### src/rtl/core/wlrs_pkg.sv
// wlrs_pkg: shared types and constants for the wear-leveled record store
// used by wlrs_div and wear_leveled_record_store; no dependencies
`timescale 1ns / 1ps

package wlrs_pkg;

	localparam int STORE_BYTES = 1024;
	localparam int ADDR_W      = $clog2(STORE_BYTES);
	localparam int BASE_W      = 10;
	localparam int EXT_W       = ((ADDR_W > BASE_W) ? ADDR_W : BASE_W) + 3;
	localparam int CNT_W       = 8;
	localparam int DIV_STEPS_W = $clog2(CNT_W + 1);

	localparam logic       REQ_READ  = 1'b0;
	localparam logic       REQ_WRITE = 1'b1;
	localparam logic [1:0] SIZE_1B   = 2'd0;
	localparam logic [1:0] SIZE_2B   = 2'd1;
	localparam logic [1:0] SIZE_4B   = 2'd2;
	localparam logic [1:0] SIZE_MAX  = SIZE_4B;

	typedef struct packed {
		logic              req_type;
		logic [BASE_W-1:0] base_addr;
		logic [CNT_W-1:0]  slot_count;
		logic [1:0]        item_size;
		logic [31:0]       write_value;
	} req_t;

	typedef struct packed {
		logic [31:0] read_value;
		logic        error;
	} rsp_t;

	typedef enum logic [3:0] {
		ST_CLEAR,
		ST_IDLE,
		ST_SUM,
		ST_MOD,
		ST_ADDR,
		ST_CNT_RD,
		ST_WR_DATA,
		ST_WR_CNT,
		ST_RD_DATA,
		ST_DONE
	} state_t;

endpackage

### src/rtl/core/wlrs_div.sv
// wlrs_div: iterative restoring divider that yields the remainder, one bit per cycle
// depends on wlrs_pkg
`timescale 1ns / 1ps

module wlrs_div (
	input  logic                      clk,
	input  logic                      arst_n,
	input  logic                      start,
	input  logic [wlrs_pkg::CNT_W-1:0] dividend,
	input  logic [wlrs_pkg::CNT_W-1:0] divisor,
	output logic                      done,
	output logic [wlrs_pkg::CNT_W-1:0] rem
);

	logic [wlrs_pkg::CNT_W-1:0]       dvd_q;
	logic [wlrs_pkg::CNT_W-1:0]       dsr_q;
	logic [wlrs_pkg::CNT_W-1:0]       rem_q;
	logic [wlrs_pkg::DIV_STEPS_W-1:0] cnt_q;
	logic                             done_q;
	logic [wlrs_pkg::CNT_W:0]         trial;
	logic [wlrs_pkg::CNT_W:0]         diff;
	logic [wlrs_pkg::CNT_W-1:0]       rem_nx;

	always_comb begin
		trial  = {rem_q, dvd_q[wlrs_pkg::CNT_W-1]};
		diff   = trial - {1'b0, dsr_q};
		rem_nx = (trial >= {1'b0, dsr_q}) ? diff[wlrs_pkg::CNT_W-1:0]
			: trial[wlrs_pkg::CNT_W-1:0];
	end

	always_ff @(posedge clk or negedge arst_n) begin
		if (!arst_n) begin
			cnt_q  <= '0;
			done_q <= 1'b0;
		end else begin
			done_q <= (cnt_q == wlrs_pkg::DIV_STEPS_W'(1));
			if (start) begin
				cnt_q <= wlrs_pkg::DIV_STEPS_W'(wlrs_pkg::CNT_W);
			end else if (cnt_q != '0) begin
				cnt_q <= cnt_q - wlrs_pkg::DIV_STEPS_W'(1);
			end
		end
	end

	always_ff @(posedge clk) begin
		if (start) begin
			dvd_q <= dividend;
			dsr_q <= divisor;
			rem_q <= '0;
		end else if (cnt_q != '0) begin
			rem_q <= rem_nx;
			dvd_q <= dvd_q << 1;
		end
	end

	assign done = done_q;
	assign rem  = rem_q;

	a_rem_below_divisor: assert property (@(posedge clk) disable iff (!arst_n)
		done_q |-> (rem_q < dsr_q))
		else $error("remainder not below divisor");

	a_count_loaded: assert property (@(posedge clk) disable iff (!arst_n)
		start |=> (cnt_q == wlrs_pkg::DIV_STEPS_W'(wlrs_pkg::CNT_W)))
		else $error("step count not loaded on start");

	a_done_single: assert property (@(posedge clk) disable iff (!arst_n)
		done_q |=> !done_q)
		else $error("done held longer than one cycle");

endmodule

### config.mk
export PLATFORM = sky130hd
export DESIGN_NAME = wlrs_div
export DESIGN_NICKNAME = d
export VERILOG_FILES = /design/src/rtl/core/wlrs_pkg.sv /design/src/rtl/core/wlrs_div.sv
export SDC_FILE = /design/constraint.sdc
export NUM_CORES = 1
export LEC_CHECK = 0
export ABC_CLOCK_PERIOD_IN_PS = 1900
export BUFFER_PORTS_ARGS = -buffer_cell sky130_fd_sc_hd__clkbuf_2
export CORE_MARGIN = 2
export CORE_UTILIZATION = 40
export CTS_BUF_LIST = sky130_fd_sc_hd__clkbuf_4
export DETAILED_ROUTE_END_ITERATION = 8
export PLACE_DENSITY = 0.72
export SYNTH_ARGS = -nofsm -noshare
export SYNTH_HDL_FRONTEND = slang
export SYNTH_SLANG_ARGS = --single-unit
export TNS_END_PERCENT = 30
### constraint.sdc
create_clock -name clk -period 1.9 [get_ports clk]
set_clock_uncertainty 0.2 [all_clocks]
set_input_delay 0.095 -clock clk [delete_from_list [all_inputs] [get_ports clk]]
set_output_delay 0.095 -clock clk [all_outputs]
set_load 0.005 [all_outputs]
==> impl_metrics.env, run 1 <==
export IMPL_status="finished, violations left"
export IMPL_violations="negative setup slack"
export IMPL_register_area_sq_um=767
export IMPL_synth_edff_count=16
export IMPL_slew_viol_final=0
export IMPL_grt_usage_pct=19.7
export IMPL_fp_dieW_microns=67.8
export IMPL_hp_start="divisor[1]"
export IMPL_layout_nets=269
export IMPL_crit_fanout=3
export IMPL_path_common_cell="o211ai_1"
export IMPL_rrSetupSlack_ps=-230
export IMPL_rsz0062_at_grt="yes"
export IMPL_grt_ovfl_total=0
export IMPL_gr_usage_met2_pct=32.6
export IMPL_final_hold_viol_count=0
export IMPL_worst_hold_path_type="in -> reg"
export IMPL_slew_headroom_pct=76.4
export IMPL_grt_max_degree=18
export IMPL_r2r_start="dvd_q[7]$_DFFE_PP_"
export IMPL_antenna_found_initial=0
export IMPL_synthSimpleGateAreaFrac_pct=14.9
export IMPL_core_sq_um=3970
export IMPL_cts_inserted_buffers=5
export IMPL_muxShareOfSynthArea_pct=6.14
export IMPL_slowest_stage="edfxtp_1"
export IMPL_async_flop_share_pct=17.2
export IMPL_hold_end="dsr_q[1]$_DFFE_PP_"
export IMPL_diodes=0
export IMPL_vias=1477
export IMPL_arrival_ps=2180
export IMPL_yosys_warnings=0
export IMPL_cts_root_buf="clkbuf_4"
export IMPL_path_cells="inv_2, ha_4, fa_2, nand2b_4, a2111o_1, o311ai_2, o211ai_1, o211ai_1"
export IMPL_cts_sinks=29
export IMPL_gp_congestion=0.878
export IMPL_setup_viol=8
export IMPL_fin_ws_ps=-228
export IMPL_cts_tree="yes"
export IMPL_fp_dieH_microns=67.8
export IMPL_yosysUniqueCellTypes=48
export IMPL_syn_inst=151
export IMPL_synth_compound_area_share_pct=16.1
export IMPL_dpl_hpwl_microns=2890
export IMPL_use_met3_pct=4.93
export IMPL_postLayoutCoreUtil_pct=61.4
export IMPL_fmax_mhz=470
export IMPL_avgSynthCellArea_sq_um=10.8
export IMPL_finalCriticalPeriod_ps=2130
export IMPL_grt_most_used_layer="met2"
export IMPL_yosysTopAreaCell="edfxtp_1"
export IMPL_maxCapViolCount=0
export IMPL_synth_top_area_share_pct=29.5
export IMPL_p_total_mw=3.32
export IMPL_post_drt_wl_per_cell_microns=14.1
export IMPL_synthAdderAreaFrac_pct=8.91
export IMPL_portBuffers=27
export IMPL_synth_area_sq_um=1630
export IMPL_grt_pass1_vias=1422
export IMPL_dieArea_sq_um=4600
export IMPL_drtPass1Iterations=4
export IMPL_leakagePower_nw=1.11
export IMPL_synth_ff_type="edfxtp_1"
export IMPL_ys_seq_area_share_pct=47.0
export IMPL_ant_nets=0
export IMPL_drive_gt1_share_pct=43.3
export IMPL_required_ps=1950
export IMPL_ir_worst_vdd_mv=0.698
export IMPL_path_clk_slew_ps=100
export IMPL_drcViolationCount=0
export IMPL_worstSetupPathType="reg -> reg"
export IMPL_multi_input_area_sq_um=875
export IMPL_finalCritPeriodShare_pct=112
export IMPL_fin_tns_setup_ps=-1260
export IMPL_whs_path_depth=2
export IMPL_startpoint_type="flip-flop"
export IMPL_areaGrowthSynthToFinish_pct=49.6
export IMPL_yosys_register_bits=29
export IMPL_synth_top_family_by_area="compound AO/OA/AOI/OAI gates"
export IMPL_met1_usage_pct=24.2
export IMPL_io_pins=28
export IMPL_synth_area_leaders="edfxtp_1 29%, dfxtp_1 9.8%, dfrtp_1 7.7%, ha_1 7.7%, mux2_2 5.5%"
export IMPL_end_kind="flip-flop"
export IMPL_grt_first_pass_wirelength_microns=6500
export IMPL_htree_levels=2
export IMPL_crit_path_max_incr_delay_ps=390
export IMPL_cts_path_max_buffers=2
export IMPL_initial_utilization_pct=41.0
export IMPL_dr_first_iter_drc_count=94
export IMPL_synth_net_count=181
export IMPL_reg2reg_to="rem[6]$_SDFFE_PP0P_"
export IMPL_totalWireLength_microns=4080
export IMPL_r2r_cells=8
export IMPL_dp_slack_ps=-417
export IMPL_worstMarginPinSlew_ps=353
export IMPL_synthXorXnorAreaFrac_pct=1.61
export IMPL_post_drt_via_cell_ratio=5.09
export IMPL_fill_cells=338
export IMPL_worstSkewPairLatency_ps=330
export IMPL_rows=23
export IMPL_power_density_nw_per_um2=1360
==> Yosys cell counts (2+ instances only) <==
library cell	instances
ha_1	10
a311oi_1	2
o31ai_1	2
and2_1	4
dfxtp_1	8
nor2_1	10
o21ai_0	5
o211ai_1	5
xnor2_1	2
or3_1	2
mux2_2	8
nor3b_1	2
nand4_1	2
clkbuf_1	3
a211o_1	2
edfxtp_1	16
a21oi_1	3
inv_1	14
buf_6	2
nor3_1	4
nand2_1	14
dfrtp_1	5
==> placed cells by master (no fill, tap or decap), types with 7 or more instances in the layout <==
cell type	n
nand2_1	14
clkbuf_2	27
dlygate4sd3_1	19
inv_1	12
buf_4	40
mux2_2	8
dfxtp_1	7
edfxtp_1	16
nor2_1	8
==> routing by layer <==
layer  up-vias  wire [microns]
met3         8             162
li1        730               -
met4         0              65
met2        36            2050
met5         -               0
met1       703            1800
==> critical path: cells and delay by family, from the launching register on <==
family,cells,cell delay (ps)
adder cells (fa/ha/maj),2,510
buffers and inverters,1,60
flip-flops,1,390
AO/OA/AOI/OAI,4,720
AND/OR/NAND/NOR,1,160
==> timing repair <==
item | in CTS | in global routing
endpoints found under the setup margin | 16 | 16
endpoints found under the hold margin | 25 | 0
hold buffers | 19 | 0
gates resized for setup | 16 | 4
buffers inserted | 3 | 0
pin swaps | 12 | 4
==> through the flow <==
step / std cells / hold slack (ps) / cell area [sq um]
final: 290 / 277 / 2440
after global routing: 290 / 264 / 2440
after CTS: 290 / 265 / 2410
after detailed placement: 260 / -282 / 2090
after global placement: 260 / -280 / 2090
after floorplan: 151 / -401 / 1650
==> sequential cells by signal, indices dropped and copies added (netlist names) <==
name and flops:
rem 8, done 1, dvd_q 8, dsr_q 8, cnt_q 4
==> cell type report <==
class	count	share of cell area [%]
multi-input combinational	103	35.9
sequential	29	31.5
timing repair buffer	86	25.7
tap	50	2.57
inverter	14	2.16
clock buffer	5	1.54
clock inverter	3	0.719
==> report_power, final <==
part           internal [mW]  switching, mW  total, mW
Combinational           1.06          0.909       1.97
Sequential             0.861          0.119      0.980
Clock                  0.139          0.235      0.374
==> cells by family (layout without fill, tap and decap cells) <==
group,count (synthesis),in the layout
mux,9,9
flops,29,29
simple gates,47,47
xor+xnor,3,3
fa+ha+maj,11,11
compound gates,33,33
buf+inv,19,108
==> how the worst max path moves through the flow <==
stage	start	to	slack, ps
6_report	dvd_q[7]$_DFFE_PP_	rem[6]$_SDFFE_PP0P_	-230
5_1_grt	dvd_q[7]$_DFFE_PP_	rem[6]$_SDFFE_PP0P_	-320
4_1_cts	dvd_q[7]$_DFFE_PP_	rem[6]$_SDFFE_PP0P_	-220
3_5_place_dp	dvd_q[7]$_DFFE_PP_	rem[6]$_SDFFE_PP0P_	-420
3_3_place_gp	dvd_q[7]$_DFFE_PP_	rem[6]$_SDFFE_PP0P_	-410
2_1_floorplan	dsr_q[1]$_DFFE_PP_	rem[1]$_SDFFE_PP0P_	-230
Power figures use the tool's default switching activity.
==> run 2: changes to the inputs <==
--- a/config.mk
+++ b/config.mk
@@ -6,12 +6,12 @@
 export NUM_CORES = 1
 export LEC_CHECK = 0
 export ABC_CLOCK_PERIOD_IN_PS = 1900
-export BUFFER_PORTS_ARGS = -buffer_cell sky130_fd_sc_hd__clkbuf_2
 export CORE_MARGIN = 2
 export CORE_UTILIZATION = 40
 export CTS_BUF_LIST = sky130_fd_sc_hd__clkbuf_4
 export DETAILED_ROUTE_END_ITERATION = 8
-export PLACE_DENSITY = 0.72
+export DONT_BUFFER_PORTS = 1
+export PLACE_DENSITY = 0.66
 export SYNTH_ARGS = -nofsm -noshare
 export SYNTH_HDL_FRONTEND = slang
 export SYNTH_SLANG_ARGS = --single-unit
==> impl_metrics.env, run 2 (synthesized netlist as in run 1, its figures left out) <==
export IMPL_ant_nets=0
export IMPL_drtPass1Iterations=4
export IMPL_grt_pass1_vias=1429
export IMPL_gp_congestion=0.885
export IMPL_power_density_nw_per_um2=1470
export IMPL_final_hold_viol_count=0
export IMPL_use_met3_pct=5.76
export IMPL_required_ps=1940
export IMPL_gr_usage_met2_pct=34.2
export IMPL_post_drt_via_cell_ratio=5.36
export IMPL_cts_sinks=29
export IMPL_grt_usage_pct=19.8
export IMPL_whs_ps=171
export IMPL_htree_levels=2
export IMPL_violations="negative setup slack"
export IMPL_fin_ws_ps=-304
export IMPL_setup_viol=8
export IMPL_pwr_share_comb_pct=57.3
export IMPL_final_cell_area_sq_um=2380
export IMPL_antenna_found_initial=0
export IMPL_io_pins=28
export IMPL_diodes=0
export IMPL_p_clk_share_pct=14.6
export IMPL_worstSetupPathType="reg -> reg"
export IMPL_met1_usage_pct=22.3
export IMPL_grt_ovfl_total=0
export IMPL_dieArea_sq_um=4600
export IMPL_intPower_mw=2.21
export IMPL_finalCritPeriodShare_pct=116
export IMPL_arrival_ps=2250
export IMPL_worst_hold_path_type="in -> reg"
export IMPL_startpoint_type="flip-flop"
export IMPL_portBuffers=0
export IMPL_ir_worst_vdd_mv=0.678
export IMPL_end_kind="flip-flop"
export IMPL_worstSkewPairLatency_ps=340
export IMPL_finalCriticalPeriod_ps=2200
export IMPL_leakagePower_nw=1.04
export IMPL_areaGrowthSynthToFinish_pct=45.9
export IMPL_dpl_cell_area_sq_um=1970
export IMPL_post_drt_wl_per_cell_microns=15.2
export IMPL_drive_gt1_share_pct=37.2
export IMPL_initial_utilization_pct=41.0
export IMPL_final_common_cell="buf_4"
export IMPL_cts_path_max_buffers=2
export IMPL_grt_most_used_layer="met2"
export IMPL_grt_max_degree=24
export IMPL_netSwitchingFraction_pct=36.9
export IMPL_status="finished, violations left"
export IMPL_layout_nets=247
export IMPL_p_seq_share_pct=28.1
export IMPL_fp_dieH_microns=67.8
export IMPL_crit_fanout=4
export IMPL_p_total_mw=3.50
export IMPL_rsz0062_at_grt="yes"
export IMPL_grt_first_pass_wirelength_microns=6620
export IMPL_worstMarginPinSlew_ps=1010
export IMPL_cts_inserted_buffers=5
export IMPL_final_cell_mix="44 x buf_4, 18 x dlygate4sd3_1, 16 x edfxtp_1, 14 x nand2_1, 11 x inv_1"
export IMPL_core_sq_um=3970
export IMPL_cts_tree="yes"
export IMPL_totalWireLength_microns=4090
export IMPL_maxCapViolCount=0
export IMPL_dr_first_iter_drc_count=77
export IMPL_drcViolationCount=0
export IMPL_power_switching_mw=1.29
export IMPL_rows=23
export IMPL_vias=1436
export IMPL_path_clk_slew_ps=110
export IMPL_slew_headroom_pct=32.8
export IMPL_fmax_mhz=454
export IMPL_fp_dieW_microns=67.8
export IMPL_cts_root_buf="clkbuf_4"
export IMPL_dpl_hpwl_microns=2900
export IMPL_slew_viol_final=0
-- run 2: worst paths after layout --
| path | cells past startpoint | end | slack [ps] | from |
|---|---|---|---|---|
| max | 7 | rem[5]$_SDFFE_PP0P_ | -300 | dsr_q[1]$_DFFE_PP_ |
| min | 1 | dsr_q[5]$_DFFE_PP_ | 170 | divisor[5] |
| max reg2reg | 7 | rem[5]$_SDFFE_PP0P_ | -300 | dsr_q[1]$_DFFE_PP_ |
| min reg2reg | 2 | rem[7]$_SDFFE_PP0P_ | 300 | rem[7]$_SDFFE_PP0P_ |
| max in group asynchronous | 2 | cnt_q[1]$_DFFE_PN0P_ | 910 | arst_n |
| min in group asynchronous | 2 | cnt_q[3]$_DFFE_PN0P_ | 390 | arst_n |
-- run 2: final cells by class --
cell class / instances / area [sq um]
Clock buffer: 6 / 45.0
Sequential cell: 29 / 769
Tap cell: 50 / 62.6
Clock inverter: 2 / 33.8
Inverter: 14 / 52.6
Fill cell: 322 / 1600
Timing Repair Buffer: 64 / 534
Multi-Input combinational cell: 103 / 878
-- run 2: power by group through the flow --
stage                     combinational (mW)  clock [mW]  sequential [mW]
after floorplan                        0.955           0            0.988
after global placement                  1.65           0            0.973
after detailed placement                1.68           0            0.985
after CTS                               1.86       0.526            0.979
after global routing                    2.18       0.553             1.01
final                                   2.00       0.512            0.982
-- run 2: worst max-delay path: stages, from the launching register on --
cell	delay, ps
edfxtp_1	400
inv_2	80
ha_4	200
nor2b_4	130
o31ai_4	320
mux2i_1	130
o32a_1	360
a211o_1	300
-- run 2: through the flow --
step                      std cells  setup TNS (ps)  util, %  setup slack [ps]
after floorplan                 151            -831        -              -227
after global placement          236           -2580     49.7              -345
after detailed placement        236           -3360     49.7              -355
after CTS                       265           -2710     58.5              -260
after global routing            268           -2440     59.8              -373
final                           268           -1550     59.8              -304
-- run 2: routing by layer --
metal	part of all wire [%]	wire length, microns	vias to the layer above
met5	0	0	-
li1	-	-	683
met3	6.0	245	16
met4	3.5	142	0
met1	40	1620	681
met2	51	2080	56
-- run 2: what timing repair did --
item / in CTS / in global routing
gates resized for setup: 13 / 11
buffers inserted: 2 / 3
hold buffers: 19 / 0
setup endpoints to repair: 16 / 18
pin swaps: 5 / 2
hold endpoints to repair: 39 / 0
==> run 3: changes to the inputs <==
--- a/config.mk
+++ b/config.mk
@@ -11,6 +11,7 @@
 export CTS_BUF_LIST = sky130_fd_sc_hd__clkbuf_4
 export DETAILED_ROUTE_END_ITERATION = 8
 export DONT_BUFFER_PORTS = 1
+export MAX_ROUTING_LAYER = met4
 export PLACE_DENSITY = 0.66
 export SYNTH_ARGS = -nofsm -noshare
 export SYNTH_HDL_FRONTEND = slang
==> impl_metrics.env, run 3 (synthesized netlist as in run 1, its figures left out) <==
export IMPL_rows=23
export IMPL_final_cell_mix="45 x buf_4, 18 x dlygate4sd3_1, 16 x edfxtp_1, 14 x nand2_1, 12 x inv_1"
export IMPL_leakagePower_nw=1.05
export IMPL_p_clk_share_pct=11.7
export IMPL_fmax_mhz=460
export IMPL_gp_congestion=0.909
export IMPL_p_seq_share_pct=28.8
export IMPL_worstMarginPinSlew_ps=1020
export IMPL_drive_gt1_share_pct=38.6
export IMPL_portBuffers=0
export IMPL_cts_inserted_buffers=5
export IMPL_hold_end="dsr_q[4]$_DFFE_PP_"
export IMPL_worstSkewPairLatency_ps=330
export IMPL_antenna_found_initial=0
export IMPL_grt_first_pass_wirelength_microns=6860
export IMPL_startpoint_type="flip-flop"
export IMPL_io_pins=28
export IMPL_slew_headroom_pct=31.9
export IMPL_violations="negative setup slack"
export IMPL_fin_tns_setup_ps=-1790
export IMPL_rsz0062_at_grt="yes"
export IMPL_grt_ovfl_total=0
export IMPL_cts_sinks=29
export IMPL_maxCapViolCount=0
export IMPL_power_density_nw_per_um2=1430
export IMPL_fp_dieW_microns=67.8
export IMPL_cts_path_max_buffers=2
export IMPL_reg2reg_to="rem[5]$_SDFFE_PP0P_"
export IMPL_post_drt_via_cell_ratio=5.26
export IMPL_dp_slack_ps=-448
export IMPL_grt_pass1_vias=1494
export IMPL_power_switching_mw=1.28
export IMPL_ant_nets=0
export IMPL_worstSetupPathType="reg -> reg"
export IMPL_initial_utilization_pct=41.0
export IMPL_crit_fanout=3
export IMPL_setup_viol=8
export IMPL_r2r_cells=7
export IMPL_path_clk_slew_ps=90
export IMPL_areaGrowthSynthToFinish_pct=46.3
export IMPL_drcViolationCount=0
export IMPL_whs_ps=181
export IMPL_intPower_mw=2.13
export IMPL_netSwitchingFraction_pct=37.5
export IMPL_core_sq_um=3970
export IMPL_grt_max_degree=24
export IMPL_cts_root_buf="clkbuf_4"
export IMPL_layout_nets=249
export IMPL_final_hold_viol_count=0
export IMPL_whs_path_depth=1
export IMPL_status="finished, violations left"
export IMPL_dp_cells=235
export IMPL_diodes=0
export IMPL_grt_usage_pct=21.2
export IMPL_finalCriticalPeriod_ps=2170
export IMPL_vias=1419
export IMPL_arrival_ps=2200
export IMPL_drtPass1Iterations=4
export IMPL_worst_hold_path_type="in -> reg"
export IMPL_dpl_hpwl_microns=2790
export IMPL_htree_levels=2
export IMPL_p_total_mw=3.41
export IMPL_end_kind="flip-flop"
export IMPL_slowest_stage="edfxtp_1"
export IMPL_fp_dieH_microns=67.8
export IMPL_final_common_cell="buf_4"
export IMPL_post_drt_wl_per_cell_microns=15.7
export IMPL_fin_ws_ps=-273
export IMPL_rrSetupSlack_ps=-270
export IMPL_path_cells="inv_2, ha_4, nor2b_4, o31ai_4, mux2i_1, o32a_1, a211o_1"
export IMPL_cts_tree="yes"
export IMPL_hp_start="divisor[4]"
export IMPL_pwr_share_comb_pct=59.6
export IMPL_required_ps=1920
export IMPL_fin_cells=270
export IMPL_crit_path_max_incr_delay_ps=410
export IMPL_dr_first_iter_drc_count=96
export IMPL_slew_viol_final=0
export IMPL_r2r_start="dsr_q[1]$_DFFE_PP_"
export IMPL_totalWireLength_microns=4230
export IMPL_finalCritPeriodShare_pct=114
export IMPL_ir_worst_vdd_mv=0.683
export IMPL_dieArea_sq_um=4600
run 3: cell types whose count changed in the layout (fill, tap and decap cells not counted), sizes merged:
cell / previous run / this run
clkinv: 1 / 0
clkbuf: 6 / 8
buf: 45 / 47
bufinv: 1 / 0
run 3: final cells by class:
| type | instances | area, sq um |
|---|---|---|
| sequential | 29 | 767 |
| fill | 326 | 1590 |
| tap | 50 | 62.6 |
| multi-input combinational | 103 | 888 |
| clock buffer | 8 | 60.1 |
| inverter | 14 | 52.6 |
| timing repair buffer | 66 | 553 |
run 3: critical path, delay by kind of cell (launching register included):
family,cells,cell delay [ps]
and+or+nand+nor,1,140
DFF,1,410
buffers and inverters,1,90
muxes,1,140
adders and majority gates,1,210
AOI/OAI and AO/OA,3,870
run 3: worst max path at each step:
| stage | start | endpoint | slack (ps) | depth (start not counted) |
|---|---|---|---|---|
| floorplan | dsr_q[1]$_DFFE_PP_ | rem[1]$_SDFFE_PP0P_ | -230 | 8 |
| global placement | dvd_q[7]$_DFFE_PP_ | rem[6]$_SDFFE_PP0P_ | -440 | 8 |
| detailed placement | dvd_q[7]$_DFFE_PP_ | rem[6]$_SDFFE_PP0P_ | -450 | 8 |
| CTS | dsr_q[1]$_DFFE_PP_ | rem[5]$_SDFFE_PP0P_ | -290 | 7 |
| global route | dsr_q[1]$_DFFE_PP_ | rem[5]$_SDFFE_PP0P_ | -330 | 7 |
| finish | dsr_q[1]$_DFFE_PP_ | rem[5]$_SDFFE_PP0P_ | -270 | 7 |
run 3: timing repair:
item / CTS / global route
pin swaps: 9 / 10
hold buffers: 19 / 0
resized for setup: 15 / 11
hold endpoints to repair: 39 / 0
setup endpoints to repair: 16 / 22
buffers inserted: 6 / 2
run 3: per-stage QoR:
step           cell area, sq um  utilization (%)
6_report                   2380             60.0
5_1_grt                    2380             60.0
4_1_cts                    2320             58.5
3_5_place_dp               1970             49.5
3_3_place_gp               1970             49.5
2_1_floorplan              1650                -
run 3: power groups by stage:
stage	registers, mW	logic [mW]	clock network [mW]
3_3_place_gp	0.974	1.62	0
6_report	0.981	2.03	0.398
3_5_place_dp	0.983	1.65	0
2_1_floorplan	0.988	0.955	0
5_1_grt	1.01	2.21	0.436
4_1_cts	0.977	1.89	0.409
run 3: routing by layer:
metal	vias up	part of all wire (%)	GRT usage (%)
met1	681	40	23.7
met4	0	3.1	10.3
li1	687	-	-
met2	38	53	35.9
met5	-	0	-
met3	13	4.5	4.93
